### config.mk
export PLATFORM = sky130hd
export DESIGN_NAME = capture_block_timestamp_normalizer
export DESIGN_NICKNAME = d
export VERILOG_FILES = /design/src/sv/cbtn_pkg.sv /design/src/sv/cbtn_ctrl.sv /design/src/sv/cbtn_dp.sv /design/src/sv/capture_block_timestamp_normalizer.sv
export SDC_FILE = /design/constraint.sdc
export NUM_CORES = 2
export LEC_CHECK = 0
export BUFFER_PORTS_ARGS = -buffer_cell sky130_fd_sc_hd__buf_2
export CORE_MARGIN = 2
export CORE_UTILIZATION = 50
export DETAILED_ROUTE_END_ITERATION = 6
export GPL_ROUTABILITY_DRIVEN = 0
export PLACE_DENSITY = 0.79
export SYNTH_ARGS = -nofsm -noshare
export SYNTH_HDL_FRONTEND = slang
export SYNTH_SLANG_ARGS = --single-unit
### constraint.sdc
create_clock -name clock -period 22.6 [get_ports clock]
set_input_delay 5.65 -clock clock [delete_from_list [all_inputs] [get_ports clock]]
set_output_delay 5.65 -clock clock [all_outputs]
set_load 0.02 [all_outputs]
### src/sv/cbtn_pkg.sv
`timescale 1ns / 1ps
`default_nettype none

package cbtn_pkg;

   localparam int MAX_INTERFACES = 16;
   localparam int IDX_W = (MAX_INTERFACES > 1) ? $clog2(MAX_INTERFACES) : 1;
   localparam int CNT_W = $clog2(MAX_INTERFACES + 1);

   localparam int TICK_W = 64;
   localparam int RES_W = 32;
   localparam int USEC_W = 20;
   localparam int PROD_W = RES_W + USEC_W;
   localparam int STEP_W = $clog2(TICK_W);

   localparam logic [STEP_W-1:0] SEC_STEP_LAST = STEP_W'(TICK_W - 1);
   localparam logic [STEP_W-1:0] FRAC_STEP_LAST = STEP_W'(USEC_W - 1);

   localparam logic [RES_W-1:0] DEFAULT_RES_RESET = 32'd1000000;
   localparam logic [USEC_W-1:0] USEC_PER_SEC = 20'd1000000;

   localparam int RESOL_BASE2_BIT = 7;
   localparam logic [6:0] MAX_EXP2 = 7'd31;
   localparam logic [6:0] MAX_EXP10 = 7'd9;

   localparam logic [2:0] ST_IFACE_OK = 3'd0;
   localparam logic [2:0] ST_IFACE_DEFAULT = 3'd1;
   localparam logic [2:0] ST_TABLE_FULL = 3'd2;
   localparam logic [2:0] ST_PACKET_OK = 3'd3;
   localparam logic [2:0] ST_EMPTY = 3'd4;
   localparam logic [2:0] ST_BAD_IFACE = 3'd5;

   localparam logic CMD_IFACE = 1'b0;

   typedef struct packed {
      logic        cmd;
      logic        resol_present;
      logic [7:0]  resol_code;
      logic [31:0] iface_index;
      logic [31:0] stamp_high;
      logic [31:0] stamp_low;
      logic [31:0] captured_len;
      logic [31:0] original_len;
   } req_type;

   typedef struct packed {
      logic [2:0]        status;
      logic [TICK_W-1:0] seconds;
      logic [USEC_W-1:0] microseconds;
   } rsp_type;

   typedef enum logic [2:0] {
      S_IDLE,
      S_DECODE,
      S_DIV_SEC,
      S_MULT,
      S_FRAC_LOAD,
      S_DIV_FRAC,
      S_FINISH
   } state_type;

   typedef struct packed {
      logic capture;
      logic decode;
      logic div_step;
      logic mult;
      logic frac_load;
      logic finish;
   } dp_cmd_type;

   typedef struct packed {
      logic pkt_go;
   } dp_sts_type;

   function automatic logic [RES_W-1:0] pow10(input logic [3:0] expo);
      logic [RES_W-1:0] r;
      unique case (expo)
         4'd0:    r = 32'd1;
         4'd1:    r = 32'd10;
         4'd2:    r = 32'd100;
         4'd3:    r = 32'd1000;
         4'd4:    r = 32'd10000;
         4'd5:    r = 32'd100000;
         4'd6:    r = 32'd1000000;
         4'd7:    r = 32'd10000000;
         4'd8:    r = 32'd100000000;
         4'd9:    r = 32'd1000000000;
         default: r = 32'd1;
      endcase
      return r;
   endfunction

endpackage

`default_nettype wire

### src/sv/cbtn_ctrl.sv
`timescale 1ns / 1ps
`default_nettype none

module cbtn_ctrl
   import cbtn_pkg::*;
(
   input  wire logic       clock,
   input  wire logic       reset,
   input  wire logic       start,
   input  wire dp_sts_type sts,
   output dp_cmd_type      cmd,
   output logic            busy
);

   state_type         state_ff, state_in;
   logic [STEP_W-1:0] step_ff, step_in;

   always_ff @(posedge clock) begin
      if (reset) begin
         state_ff <= S_IDLE;
      end else begin
         state_ff <= state_in;
      end
   end

   always_ff @(posedge clock) begin
      step_ff <= step_in;
   end

   always_comb begin
      state_in = state_ff;
      step_in = step_ff;
      cmd = '0;
      busy = (state_ff != S_IDLE);
      unique case (state_ff)
         S_IDLE: begin
            cmd.capture = start;
            if (start) state_in = S_DECODE;
         end
         S_DECODE: begin
            cmd.decode = 1'b1;
            if (sts.pkt_go) begin
               state_in = S_DIV_SEC;
               step_in = SEC_STEP_LAST;
            end else begin
               state_in = S_IDLE;
            end
         end
         S_DIV_SEC: begin
            cmd.div_step = 1'b1;
            if (step_ff == '0) state_in = S_MULT;
            else step_in = step_ff - 1'b1;
         end
         S_MULT: begin
            cmd.mult = 1'b1;
            state_in = S_FRAC_LOAD;
         end
         S_FRAC_LOAD: begin
            cmd.frac_load = 1'b1;
            step_in = FRAC_STEP_LAST;
            state_in = S_DIV_FRAC;
         end
         S_DIV_FRAC: begin
            cmd.div_step = 1'b1;
            if (step_ff == '0) state_in = S_FINISH;
            else step_in = step_ff - 1'b1;
         end
         S_FINISH: begin
            cmd.finish = 1'b1;
            state_in = S_IDLE;
         end
         default: begin
            state_in = S_IDLE;
         end
      endcase
   end

endmodule

`default_nettype wire

### src/sv/cbtn_dp.sv
`timescale 1ns / 1ps
`default_nettype none

module cbtn_dp
   import cbtn_pkg::*;
(
   input  wire logic        clock,
   input  wire logic        reset,
   input  wire req_type     req_data,
   input  wire logic        csr_valid,
   input  wire logic [31:0] csr_data,
   input  wire dp_cmd_type  cmd,
   output dp_sts_type       sts,
   output rsp_type          rsp_data,
   output logic             rsp_valid
);

   req_type           req_ff, req_in;
   logic [RES_W-1:0]  def_res_ff, def_res_in;
   logic [CNT_W-1:0]  count_ff, count_in;
   logic [RES_W-1:0]  table_ff [MAX_INTERFACES];
   logic [RES_W-1:0]  divisor_ff, divisor_in;
   logic [RES_W-1:0]  rem_ff, rem_in;
   logic [TICK_W-1:0] quo_ff, quo_in;
   logic [TICK_W-1:0] secs_ff, secs_in;
   logic [PROD_W-1:0] prod_ff, prod_in;
   rsp_type           rsp_ff, rsp_in;
   logic              rsp_valid_ff, rsp_valid_in;

   logic              tbl_we;
   logic [IDX_W-1:0]  tbl_wa;

   logic [6:0]        expo;
   logic              base2;
   logic              code_ok;
   logic              use_code;
   logic [RES_W-1:0]  code_res;
   logic [RES_W-1:0]  new_res;
   logic              table_full;
   logic              empty;
   logic              bad;
   logic [RES_W+1:0]  diff;
   logic              ge;
   logic [RES_W-1:0]  rem_next;

   assign expo = req_ff.resol_code[6:0];
   assign base2 = req_ff.resol_code[RESOL_BASE2_BIT];
   assign code_ok = base2 ? (expo <= MAX_EXP2) : (expo <= MAX_EXP10);
   assign code_res = base2 ? (32'd1 << expo[4:0]) : pow10(expo[3:0]);
   assign use_code = req_ff.resol_present & code_ok;
   assign new_res = use_code ? code_res : def_res_ff;
   assign table_full = (count_ff == CNT_W'(MAX_INTERFACES));
   assign empty = (req_ff.captured_len == '0) || (req_ff.original_len == '0);
   // count never exceeds the table depth, so this also bounds the index
   assign bad = (req_ff.iface_index >= 32'(count_ff));
   assign tbl_wa = count_ff[IDX_W-1:0];

   assign sts.pkt_go = (req_ff.cmd != CMD_IFACE) && !empty && !bad;

   // one restoring step: shift in the next dividend bit, subtract if it fits
   assign diff = {1'b0, rem_ff, quo_ff[TICK_W-1]} - {2'b00, divisor_ff};
   assign ge = !diff[RES_W+1];
   assign rem_next = ge ? diff[RES_W-1:0] : {rem_ff[RES_W-2:0], quo_ff[TICK_W-1]};

   always_comb begin
      req_in = cmd.capture ? req_data : req_ff;
      def_res_in = def_res_ff;
      if (csr_valid) def_res_in = (csr_data == '0) ? 32'd1 : csr_data;
      count_in = count_ff;
      tbl_we = 1'b0;
      divisor_in = divisor_ff;
      rem_in = rem_ff;
      quo_in = quo_ff;
      secs_in = secs_ff;
      prod_in = prod_ff;
      rsp_in = rsp_ff;
      rsp_valid_in = 1'b0;

      if (cmd.decode) begin
         if (req_ff.cmd == CMD_IFACE) begin
            rsp_in = '0;
            rsp_valid_in = 1'b1;
            if (table_full) begin
               rsp_in.status = ST_TABLE_FULL;
            end else begin
               tbl_we = 1'b1;
               count_in = count_ff + 1'b1;
               rsp_in.status = use_code ? ST_IFACE_OK : ST_IFACE_DEFAULT;
            end
         end else if (empty) begin
            rsp_in = '0;
            rsp_in.status = ST_EMPTY;
            rsp_valid_in = 1'b1;
         end else if (bad) begin
            rsp_in = '0;
            rsp_in.status = ST_BAD_IFACE;
            rsp_valid_in = 1'b1;
         end else begin
            divisor_in = table_ff[req_ff.iface_index[IDX_W-1:0]];
            rem_in = '0;
            quo_in = {req_ff.stamp_high, req_ff.stamp_low};
         end
      end

      if (cmd.div_step) begin
         rem_in = rem_next;
         quo_in = {quo_ff[TICK_W-2:0], ge};
      end

      if (cmd.mult) begin
         secs_in = quo_ff;
         prod_in = rem_ff * USEC_PER_SEC;
      end

      // quotient of the fraction fits in USEC_W bits, so the top part starts as remainder
      if (cmd.frac_load) begin
         rem_in = prod_ff[PROD_W-1:USEC_W];
         quo_in = {prod_ff[USEC_W-1:0], (TICK_W - USEC_W)'(0)};
      end

      if (cmd.finish) begin
         rsp_in.status = ST_PACKET_OK;
         rsp_in.seconds = secs_ff;
         rsp_in.microseconds = quo_ff[USEC_W-1:0];
         rsp_valid_in = 1'b1;
      end
   end

   always_ff @(posedge clock) begin
      if (reset) begin
         def_res_ff <= DEFAULT_RES_RESET;
         count_ff <= '0;
         rsp_valid_ff <= 1'b0;
      end else begin
         def_res_ff <= def_res_in;
         count_ff <= count_in;
         rsp_valid_ff <= rsp_valid_in;
      end
   end

   always_ff @(posedge clock) begin
      req_ff <= req_in;
      divisor_ff <= divisor_in;
      rem_ff <= rem_in;
      quo_ff <= quo_in;
      secs_ff <= secs_in;
      prod_ff <= prod_in;
      rsp_ff <= rsp_in;
      if (tbl_we) table_ff[tbl_wa] <= new_res;
   end

   assign rsp_data = rsp_ff;
   assign rsp_valid = rsp_valid_ff;

endmodule

`default_nettype wire

### src/sv/capture_block_timestamp_normalizer.sv
// channel   ports                          transfer
// request   start, busy, req_data          start high while busy low
// response  rsp_valid, rsp_data            rsp_valid high, one cycle, no back-pressure
// csr       csr_valid, csr_ready, csr_data csr_valid and csr_ready high
//
// an interface block or a rejected packet passes through the decode state only, then goes idle
// a good packet goes through one shared restoring divider, one quotient bit per cycle,
// which runs 64 steps for seconds and 20 for microseconds, plus the decode, multiply,
// reload and finish states
// the response shows in the cycle busy drops, so the next request can overlap it
// synchronous reset clears the controller, interface count and strobe, and sets the default resolution to 1000000
`timescale 1ns / 1ps
`default_nettype none

module capture_block_timestamp_normalizer
   import cbtn_pkg::*;
(
   input  wire logic        clock,
   input  wire logic        reset,
   input  wire logic        start,
   output logic             busy,
   input  wire req_type     req_data,
   output logic             rsp_valid,
   output rsp_type          rsp_data,
   input  wire logic        csr_valid,
   output logic             csr_ready,
   input  wire logic [31:0] csr_data
);

   dp_cmd_type cmd;
   dp_sts_type sts;

   assign csr_ready = 1'b1;

   cbtn_ctrl u_ctrl (
      .clock (clock),
      .reset (reset),
      .start (start),
      .sts   (sts),
      .cmd   (cmd),
      .busy  (busy)
   );

   cbtn_dp u_dp (
      .clock     (clock),
      .reset     (reset),
      .req_data  (req_data),
      .csr_valid (csr_valid),
      .csr_data  (csr_data),
      .cmd       (cmd),
      .sts       (sts),
      .rsp_data  (rsp_data),
      .rsp_valid (rsp_valid)
   );

endmodule

`default_nettype wire

# After elaboration in Yosys (flattened, before gate mapping)
# Memories as Yosys holds them, arrays and structs flattened. A register that Yosys moved wholly into a read port is not among the register bits.
# Index checks and enable logic that the tools add are counted.
classes:
  n_reduce_logical: 27
  n_mux: 49
  n_lt_le_gt_ge: 3
  mul: 1
  n_bitwise: 5
  n_eq_ne: 18
  addsub: 3
  shifts: 1
ops:
  columns: ["operator", "count"]
  rows:
  - ["64-bit 2-to-1 mux", 6]
  - ["32-bit 2-to-1 mux", 10]
  - ["87-bit 2-to-1 mux", 3]
  - ["84-bit 2-to-1 mux", 2]
  - ["32-bit zero test", 3]
  - ["32-bit by 14-bit multiplier with 46-bit output (second input constant)", 1]
  - ["33-bit by 32-bit subtractor with 34-bit output", 1]
  - ["32-bit by 5-bit >= comparator with 1-bit output", 1]
  - ["1-bit by 5-bit << shifter with 32-bit output (first input constant)", 1]
  - ["1-bit 2-to-1 mux", 18]
  - ["3-bit case mux with 6 select lines", 1]
  - ["6-bit case mux with 3 select lines", 1]
  - ["3-bit 2-to-1 mux", 4]
  - ["6-bit 2-to-1 mux", 2]
  - ["4-bit AND reduction", 3]
  - ["3-bit nonzero test", 4]
  - ["2-bit inequality test (second input constant)", 5]
  - ["3-bit == test (second input constant)", 3]
  - ["3-bit inequality test (second input constant)", 3]
  - ["3-bit AND reduction", 3]
  - ["7-bit by 4-bit less-or-equal comparator with 1-bit output (second input constant)", 1]
  - ["7-bit by 5-bit less-or-equal comparator with 1-bit output (second input constant)", 1]
  - ["3-bit by 2-bit == test with 1-bit output (second input constant)", 2]
  - ["6-bit zero test", 1]
  - ["other kinds (17)", 27]
totals:
  wordCells: 131
  inputBits: 206
  mem_bits_ro: 480
  regBits: 510
  mem_count: 2
  mem_bits_rw: 512
  out_inout_bits: 90
memory_table:
  columns: ["memory", "words", "word_bits", "rd", "rd_clocked_by_memory_dff", "write_ports", "line", "source"]
  rows:
  - ["u_dp.table_ff", 16, 32, 1, 1, 1, "cbtn_dp.sv:21", "logic [RES_W-1:0] table_ff [MAX_INTERFACES];"]
  - ["(no name shown)", 16, 30, 1, 1, 0, "cbtn_pkg.sv:77", "unique case (expo)"]

# Longest topological paths before layout
logic_depth:
  ltp_word: 8
  ltp_mapped: 21
  mapped_depth_nobuf: 21

# Hierarchy
# Synthesis repeated with hierarchy kept, for this count alone.
hier_totals:
  cells_unflattened: 3173
  area_unflattened_um2: 49074.6
modules_own_cells:
  columns: ["mod", "cells_per_inst", "area_per_inst_um2", "instances"]
  rows:
  - ["cbtn_dp", 3112, 48507.8, 1]
  - ["cbtn_ctrl", 59, 555.5, 1]
  - ["capture_block_timestamp_normalizer", 2, 11.3, 1]

# Least setup slack after synthesis
# No wires, ideal clock.
synth_path:
  kind: "input-to-reg"
  startpoint: "input start"
  endpoint: "register (tool-made name)"
  required_time_ps: 22480
  path_stages: 7
  path_buffers: 0
  arrival_ps: 12405
  setup_time_ps: 120
  setup_slack_ps: 10075
  path_cell_list: "inv_1 -> nor2_2 -> mux2i_1 -> ha_1 -> and3_1 -> or2_2 -> a31o_2"
synth_rtl:
  columns: ["item", "line", "source"]
  rows:
  - ["start: declaration", "capture_block_timestamp_normalizer.sv:20", "input wire logic start,"]

==> impl_results.md <==
- Post-Synth Adder-Cell Area: 0.107
- Crit path cell chain: buf_2 > inv_1 > nor2_4 > buf_4 > buf_4
- Clock slew at reported path FFs: 0.07 ns
- Die Wd: 317 um
- Mapped cell area: 49,000 um^2
- Area grow syn2layout: 13.0%
- Top delay family on crit path: buffers and inverters
- Maxcap violations: 1
- Post-CTS sizing: 0
- Largest family of logic cells by synthesized area: adder cells
- Fin crit period: 7.97 ns
- CP Class: in2reg
- DP Wirelength: 72,400 um
- Worst relative slew slack: 0.0117
- GRT Residual Overflow: 0
- Maximum fanout along the worst path: 76
- Crit path launch: start
- Final hold violations: 0
- WL/cell: 24.0 um
- Final wirelength: 117,000 um
- Vias in the first global route: 28,900
- Crit end category: register
- Routed Antenna Nets: 0
- Synth async-reset ratio: 0
- Max frequency: 126 MHz
- Top cell type's share of synthesized area: 0.592
- Hold path start: u_dp.quo_ff[44]$_SDFFCE_PP0P_
- Global Route Usage Sum: 0.233
- Peak supply drop: 0.0602 mV
- Critical Path AT: 8.25 ns
- Post-synthesis mux area share: 0.0861
- Initial antenna violation count: 8
- CP max stage delay: 0.87 ns
- Clk_lat worst skew: 0.68 ns
- Pre-CTS setup slack: 13.97 ns
- Initial Util: 0.506
- Ranking of synthesized cells by area: edfxtp_1 (59%), mux4_2 (7.4%), fa_1 (5.6%)
- DRT iter0 DRCs: 3,301
- Cts bufs inserted: 98
- Root buf cell: clkbuf_16
- Clk sinks: 1,077
- Failing checks: max-capacitance violations
- CTS H-tree lvls: 3
- Cts hold-fix bufs: 0
- Largest net degree at the start of global routing: 96
- Synth warn: 0
- Placed cell area: 52,100 um^2
- FF+latch count, synth: 1,077
- Most frequent CP cell: buf_4
- Seq/Total Area, Yosys: 0.637
- Fillers: 7,057
- I/O pin total: 296
- Syn Area/Cell: 15.4 um^2
- Crit path buf inv count: 4
- Hold crit path type: reg2reg
- Post-Synth Simple-Gate Area: 0.0566
- CTS tree: done
- Routed via count: 28,800
- First-pass GRT wire length: 175,000 um
- RSZ-0062 raised after global routing: no
- Die Area: 101,000 um^2
- Actual slew at the worst max-slew pin: 1.48 ns
- Most frequent cells in the layout: edfxtp_1 (966), buf_2 (294), inv_1 (268), ha_1 (200), mux4_2 (160)
- Setup bufs post-CTS: 0
- Detailed Routing Iterations Pass 1: 5
- Final Worst Setup Slack: 14.63 ns
- Startpoint Class: primary input
- Final max-slew violation count: 0
- Library cells used by synthesis: 78
- Synth Net Count: 3,729
- LEAKAGE: 20.5 nW
- Synth area leader: edfxtp_1
- Compound-Gate Fraction of Synth Area: 0.0682
- P per Cell Area: 73.4 nW/um^2
- Outcome: complete, but fails checks
- Post-synth EDFFs: 966
- Die Height: 317 um
- Syn Inst Count: 3,187
- Commonest non-fill, non-tap cell in the layout: edfxtp_1
- Setup_tns: 0 ns
- Residual DRC: 0
- Worst EP required: 22.88 ns
- Final setup vio count: 0
- Multi-input logic area: 16,400 um^2
- Setup Skew: 0.0265 ns
- Critical R2R Launch: u_dp.rem_ff[6]$_DFFE_PP_
- Share of layout cells above drive strength 1: 0.196
- Clk buf depth: 3
- Via density: 5.92
- Num rows: 114
- Nets: 4,041
- Tot Pwr: 4.06 mW
- Most used DFF post-synth: edfxtp_1
- Core area: 96,900 um^2
- Register area: 31,200 um^2
- Xor and xnor area share after synthesis: 0.0134
- PortBufs: 294
- Critical-path top delay cell: nor2_4
- Fin crit share: 0.353
- Final instance area: 55,400 um^2
[layout make-up]
cell class | count | share of cell area
sequential | 1077 | 0.564
antenna | 10 | 0.000452
clock buffer | 135 | 0.0498
multi-input combinational | 1706 | 0.296
tap | 1276 | 0.0288
clock inverter | 48 | 0.00816
timing repair buffer | 348 | 0.0341
inverter | 268 | 0.0182
[metrics by stage]
stage	utilization	instances	hold slack, ns
final	0.572	4868	0.441
after detailed placement	0.538	4675	0.436
after CTS	0.571	4858	0.442
after global placement	0.538	4675	0.429
after floorplan	-	3187	0.426
after global routing	0.572	4866	0.468
[power breakdown]
| part | internal (mW) | switching, mW |
|---|---|---|
| Clock | 0.936 | 0.718 |
| Combinational | 0.0685 | 0.111 |
| Sequential | 2.21 | 0.0171 |
[Yosys cell counts (all sizes together), types with 10 or more instances]
library cell    n
a211oi         11
nand2         159
o21a           17
and2           90
mux4          160
buf            27
o21ai          88
o21bai         11
inv           268
a21o           54
nor3           24
nor2          153
xor2           30
dfxtp         111
nand4          22
a211o          10
ha            200
a21oi         151
nand3          15
edfxtp        966
xnor2          45
a22oi          62
and3           12
nor2b          17
fa            136
mux2i          59
a31oi          14
clkbuf        109
nor4           34
or3            19
o221ai         27
[flip-flops by register name, summed over array words and instances (netlist names), 3 cells and up, named ones only]
register         count
u_dp.table_ff      512
u_dp.req_ff        162
u_dp.rsp_data       87
u_dp.quo_ff         64
u_dp.secs_ff        64
u_dp.prod_ff        46
u_dp.def_res_ff     32
u_dp.divisor_ff     32
u_dp.rem_ff         32
u_dp.expo            7
u_ctrl.step_ff       6
u_dp.count_ff        5
u_ctrl.state_ff      3
[worst paths after layout]
check                           cells past startpoint                         end  slack (ns)
worst max-delay path                                5   u_dp.req_ff[72]$_DFFE_PP_       14.63
worst min-delay path                                0  u_dp.secs_ff[44]$_DFFE_PP_        0.44
worst max register to register                     19  u_dp.prod_ff[51]$_DFFE_PP_       15.90
worst min register to register                      0  u_dp.secs_ff[44]$_DFFE_PP_        0.44
[logic make-up after synthesis]
family / after synthesis
other: 1
buffers and inverters: 404
AO/OA/AOI/OAI: 501
flip-flops: 1077
multiplexers: 221
AND/OR/NAND/NOR: 572
adder cells (fa/ha/maj): 336
XOR/XNOR: 75
[metal layers]
layer,routed length (um),share of wire,GRT usage
met5,0,0,0
met4,3660,0.031,0.0794
met3,9110,0.078,0.0410
met2,58600,0.50,0.394
met1,45200,0.39,0.305
No activity file was read; power rests on OpenSTA's default activity.
